`config.mk`:
```
export PLATFORM = sky130hd
export DESIGN_NAME = ncrs_dist
export DESIGN_NICKNAME = d
export VERILOG_FILES = /design/src/rtl/ncrs_pkg.sv /design/src/rtl/ncrs_dist.sv
export SDC_FILE = /design/constraint.sdc
export NUM_CORES = 1
export LEC_CHECK = 0
export BUFFER_PORTS_ARGS = -buffer_cell sky130_fd_sc_hd__buf_2
export CAP_MARGIN = 20
export CORE_UTILIZATION = 50
export DETAILED_ROUTE_END_ITERATION = 16
export HOLD_SLACK_MARGIN = 0.08
export PLACE_DENSITY = 0.7
export SKIP_CTS_REPAIR_TIMING = 1
export SLEW_MARGIN = 20
export SYNTH_ARGS = -nofsm -noshare
export SYNTH_HDL_FRONTEND = slang
export SYNTH_SLANG_ARGS = --single-unit
```
`constraint.sdc`:
```
create_clock -name clk -period 11.9 [get_ports clk]
set_input_delay 2.38 -clock clk [delete_from_list [all_inputs] [get_ports clk]]
set_output_delay 2.38 -clock clk [all_outputs]
set_load 0.03 [all_outputs]
```
`src/rtl/ncrs_pkg.sv`:
```
`default_nettype none
package ncrs_pkg;

  localparam int IDX_W         = 10;
  localparam int CNT_W         = 11;
  localparam int CH_W          = 8;
  localparam int SQ_W          = 16;
  localparam int WT_W          = 10;
  localparam int PROD_W        = 26;
  localparam int DIST_W        = 28;
  localparam int MAX_TILES_DEF = 1024;
  localparam int WT_R_BASE     = 512;
  localparam int WT_B_BASE     = 767;

  localparam logic ACT_LOAD  = 1'b0;
  localparam logic ACT_QUERY = 1'b1;

  typedef enum logic [1:0] {
    ST_IDLE,
    ST_SCAN,
    ST_DRAIN
  } state_t;

  typedef struct packed {
    logic [CH_W-1:0] red;
    logic [CH_W-1:0] green;
    logic [CH_W-1:0] blue;
  } color_t;

  typedef struct packed {
    logic             action;
    logic [IDX_W-1:0] tile_index;
    logic [CH_W-1:0]  red;
    logic [CH_W-1:0]  green;
    logic [CH_W-1:0]  blue;
  } request_t;

  typedef struct packed {
    logic [IDX_W-1:0]  best_index;
    logic [DIST_W-1:0] best_distance;
  } result_t;

  // control tag that travels with each entry through the pipeline
  typedef struct packed {
    logic valid;
    logic first;
    logic last;
  } ctl_t;

endpackage
`default_nettype wire

```
`src/rtl/ncrs_dist.sv`:
```
`default_nettype none
module ncrs_dist
  import ncrs_pkg::*;
#(
  parameter int AW = $clog2(MAX_TILES_DEF)
) (
  input  wire logic              clk,
  input  wire logic              rst,
  input  wire ctl_t              ctl_in,
  input  wire logic [AW-1:0]     idx_in,
  input  wire color_t            entry,
  input  wire color_t            query,
  output ctl_t                   ctl_out,
  output logic [AW-1:0]          idx_out,
  output logic [DIST_W-1:0]      dist_out
);

  logic [CH_W-1:0]   dr, dg, db;
  logic [CH_W:0]     rsum;
  logic [WT_W-1:0]   wr, wb;

  ctl_t              ctl1, ctl2;
  logic [AW-1:0]     idx1, idx2;
  logic [SQ_W-1:0]   dr2, dg2, db2;
  logic [CH_W-1:0]   rm;
  logic [PROD_W-1:0] pr, pg, pb;

  always_comb begin
    dr   = (entry.red > query.red) ? entry.red - query.red : query.red - entry.red;
    dg   = (entry.green > query.green) ? entry.green - query.green
                                       : query.green - entry.green;
    db   = (entry.blue > query.blue) ? entry.blue - query.blue
                                     : query.blue - entry.blue;
    rsum = {1'b0, entry.red} + {1'b0, query.red};
    wr   = WT_W'(WT_R_BASE) + WT_W'(rm);
    wb   = WT_W'(WT_B_BASE) - WT_W'(rm);
  end

  // control tags (valid, first, last)
  always_ff @(posedge clk) begin
    if (rst) begin
      ctl1    <= '0;
      ctl2    <= '0;
      ctl_out <= '0;
    end else begin
      ctl1    <= ctl_in;
      ctl2    <= ctl1;
      ctl_out <= ctl2;
    end
  end

  // squares, then weighted products, then sum
  always_ff @(posedge clk) begin
    idx1     <= idx_in;
    dr2      <= SQ_W'(dr) * SQ_W'(dr);
    dg2      <= SQ_W'(dg) * SQ_W'(dg);
    db2      <= SQ_W'(db) * SQ_W'(db);
    rm       <= rsum[CH_W:1];
    idx2     <= idx1;
    pr       <= PROD_W'(wr) * PROD_W'(dr2);
    pg       <= {dg2, 10'b0};
    pb       <= PROD_W'(wb) * PROD_W'(db2);
    idx_out  <= idx2;
    dist_out <= DIST_W'(pr) + DIST_W'(pg) + DIST_W'(pb);
  end

endmodule
`default_nettype wire

```
==> results.json <==
{
  "first_global_vias": 16193,
  "drt_pass1_iterations": 6,
  "hp-class": "reg -> reg",
  "place_ws_ns": 2.594,
  "core_area_sq_um": 42230,
  "htree_levels": 4,
  "routed_wl_mm": 43.20,
  "dr.first_iter.drc_count": 619,
  "hold_viol": 0,
  "rsz0062_at_grt": "false",
  "synth_edf_count": 0,
  "setup_tns_ns": 0,
  "setup_violations": 0,
  "via_per_inst": 5.195,
  "worst-setup-path-type": "in -> reg",
  "clkLatencyLatePin_ns": 0.46,
  "min_period_ns": 8.868,
  "gp_congestion": 0.8369,
  "hpwl_mm": 35.14,
  "num_io_pins": 104,
  "tightestPinTransition_ns": 0.8884,
  "cp.arrival_ns": 9.21,
  "routedWlPerCell_um": 14.81,
  "yosysUniqueCellTypes": 70,
  "vias": 15153,
  "cts_max_path_buffers": 2,
  "netlist_instances": 2264,
  "seq_area_frac_synth_pct": 17.39,
  "drv_slew": 0,
  "skew_ns": 0.01357,
  "grt.overflow.total": 0,
  "die_h_um": 209.5,
  "grt_use_total_pct": 21.13,
  "grt_max_degree": 31,
  "fin_crit_sh_pct": 74.52,
  "dieWidth_um": 209.5,
  "fmax_ghz": 0.1128,
  "timing.critical_path.from_type": "input port",
  "rows": 75,
  "fin_nets": 3034,
  "critPathRequiredTime_ns": 12.24,
  "synth_ff_type": "dfxtp_1",
  "synth_seq_cells": 187,
  "worstSetupEndpointType": "flip-flop",
  "antenna_cells": 0,
  "grt_pass1_wl_mm": 75.50,
  "maxSlewHeadroom_pct": 40.15,
  "crit_fanout": 10,
  "ant_nets": 0,
  "async_flop_share_pct": 0,
  "worst_slack_ns": 3.032,
  "antenna_found_initial": 0,
  "cts-root-buf": "clkbuf_16",
  "cts_buffers": 17,
  "cp_common_cell": "fa_1",
  "status": "complete, no violations",
  "drcViolationCount": 0,
  "portBuffers": 103,
  "n_fill_cell": 3758,
  "synthesis.area_sq_um": 21520,
  "start_util_pct": 50.97,
  "cts_tree": "built",
  "syn2layout_area_growth_pct": 7.824,
  "synth_warnings": 0,
  "synth.avg_cell_area_sq_um": 9.507,
  "drv_cap": 0,
  "layout-drive-gt1-share_pct": 7.653,
  "cts_sinks": 187,
  "cpMaxStageDelayCell": "a2111oi_0",
  "clk_pin_slew_ns": 0.08,
  "die_area_sq_um": 43880,
  "cpPeakStageDelay_ns": 0.73
}
==> cell type report <==
cell class / count / area [sq um] / share of cell area (%)
clock buffer: 17 / 425.4 / 1.833
sequential: 187 / 3744 / 16.13
timing repair buffer: 111 / 575.6 / 2.480
multi-input combinational: 1645 / 16120 / 69.48
clock inverter: 15 / 152.6 / 0.6577
inverter: 403 / 1513 / 6.518
tap: 539 / 674.4 / 2.906
==> Yosys cell counts (all sizes together) (11+ instances only) <==
cell,number,area (sq um)
nor3,13,65.06
o21bai,18,135.1
dfxtp,187,3744
a21oi,122,610.6
nand2,100,375.4
xor2,35,325.3
ha,322,4029
or2,16,100.1
a21o,41,307.8
xnor2,104,948.4
fa,284,5685
mux2i,17,207.7
nand2b,66,412.9
a31oi,14,102.6
nand3,18,90.09
nor2,147,556.8
and3,11,68.82
o21ai,43,219.0
a211oi,12,90.09
o21a,11,82.58
and2,73,456.7
clkbuf,35,132.6
nor2b,89,556.8
inv,403,1513
==> routing by layer <==
| metal | share of wire [%] | global-route usage [%] | vias to the layer above | wire length [um] |
|---|---|---|---|---|
| li1 | - | - | 7383 | - |
| met1 | 45 | 26.52 | 7458 | 19320 |
| met2 | 50 | 38.03 | 260 | 21520 |
| met3 | 3.3 | 2.424 | 52 | 1429 |
| met4 | 2.1 | 6.393 | 0 | 924 |
| met5 | 0 | 0 | - | 0 |
==> path summary, 6_finish.rpt <==
| kind | startpoint | endpoint | slack, ns | cells past startpoint |
|---|---|---|---|---|
| worst min register to register | idx1[8]$_DFF_P_ | idx2[8]$_DFF_P_ | 0.32 | 0 |
| worst min-delay path | idx1[8]$_DFF_P_ | idx2[8]$_DFF_P_ | 0.32 | 0 |
| worst max-delay path | entry[8] | dg2[15]$_DFF_P_ | 3.03 | 26 |
| worst max register to register | rm[1]$_DFF_P_ | pr[25]$_DFF_P_ | 6.07 | 18 |
==> sequential cells by signal, summed over array words and instances (netlist names), 8 cells and up <==
name	count
pg	15
pb	26
pr	26
dist_out	28
idx1	10
dr2	15
db2	15
idx_out	10
dg2	15
idx2	10
rm	8
==> worst max-delay path, delay by kind of cell <==
kind,cells,cell delay (ns)
adder cells (fa/ha/maj),7,2.96
AO/OA/AOI/OAI,7,1.72
AND/OR/NAND/NOR,4,1.10
XOR/XNOR,2,0.41
buffers and inverters,5,0.32
multiplexers,1,0.32
==> stage by stage <==
stage | instances | instance area [sq um] | util (%) | hold WS (ns)
6_report | 2917 | 23210 | 54.96 | 0.3239
5_1_grt | 2917 | 23210 | 54.96 | 0.3307
4_1_cts | 2917 | 23210 | 54.96 | 0.3257
3_5_place_dp | 2885 | 22630 | 53.59 | 0.3138
3_3_place_gp | 2885 | 22630 | 53.59 | 0.3097
2_1_floorplan | 2278 | 21580 | - | 0.3096
==> kinds of logic after synthesis <==
group / Yosys count / share of synthesized area [%]
compound gates: 309 / 9.260
xor+xnor: 139 / 5.918
fa+ha+maj: 606 / 45.13
buf+inv: 446 / 7.940
flops: 187 / 17.39
mux: 17 / 0.9649
other cells: 2 / 0.03489
simple gates: 558 / 13.36
==> cell usage in the layout, fill, tap and decap left out, types with 4 or more instances in the layout <==
cell type and n:
mux2i_1 14, a211oi_1 12, o21a_1 11, inv_8 4
ha_1 322, dfxtp_1 187, buf_2 103, o31ai_1 6
o21bai_1 18, xnor2_1 99, o21ai_0 39, clkbuf_16 17
o211ai_1 6, nand2_1 100, fa_1 284, nor2_1 145
nand4_1 10, nand3_1 18, nor2b_1 89, xor2_1 34
buf_4 8, a31oi_1 13, conb_1 16, and2_1 73
xnor2_2 5, inv_1 400, a21o_1 41, and3_1 11
nor3_1 13, clkinv_4 5, or2_2 16, a21oi_1 122
nand2b_1 66
Power is left out: the tool's default activity adds up to more than one toggle a clock period on the data nets, which glitch-free logic cannot reach.
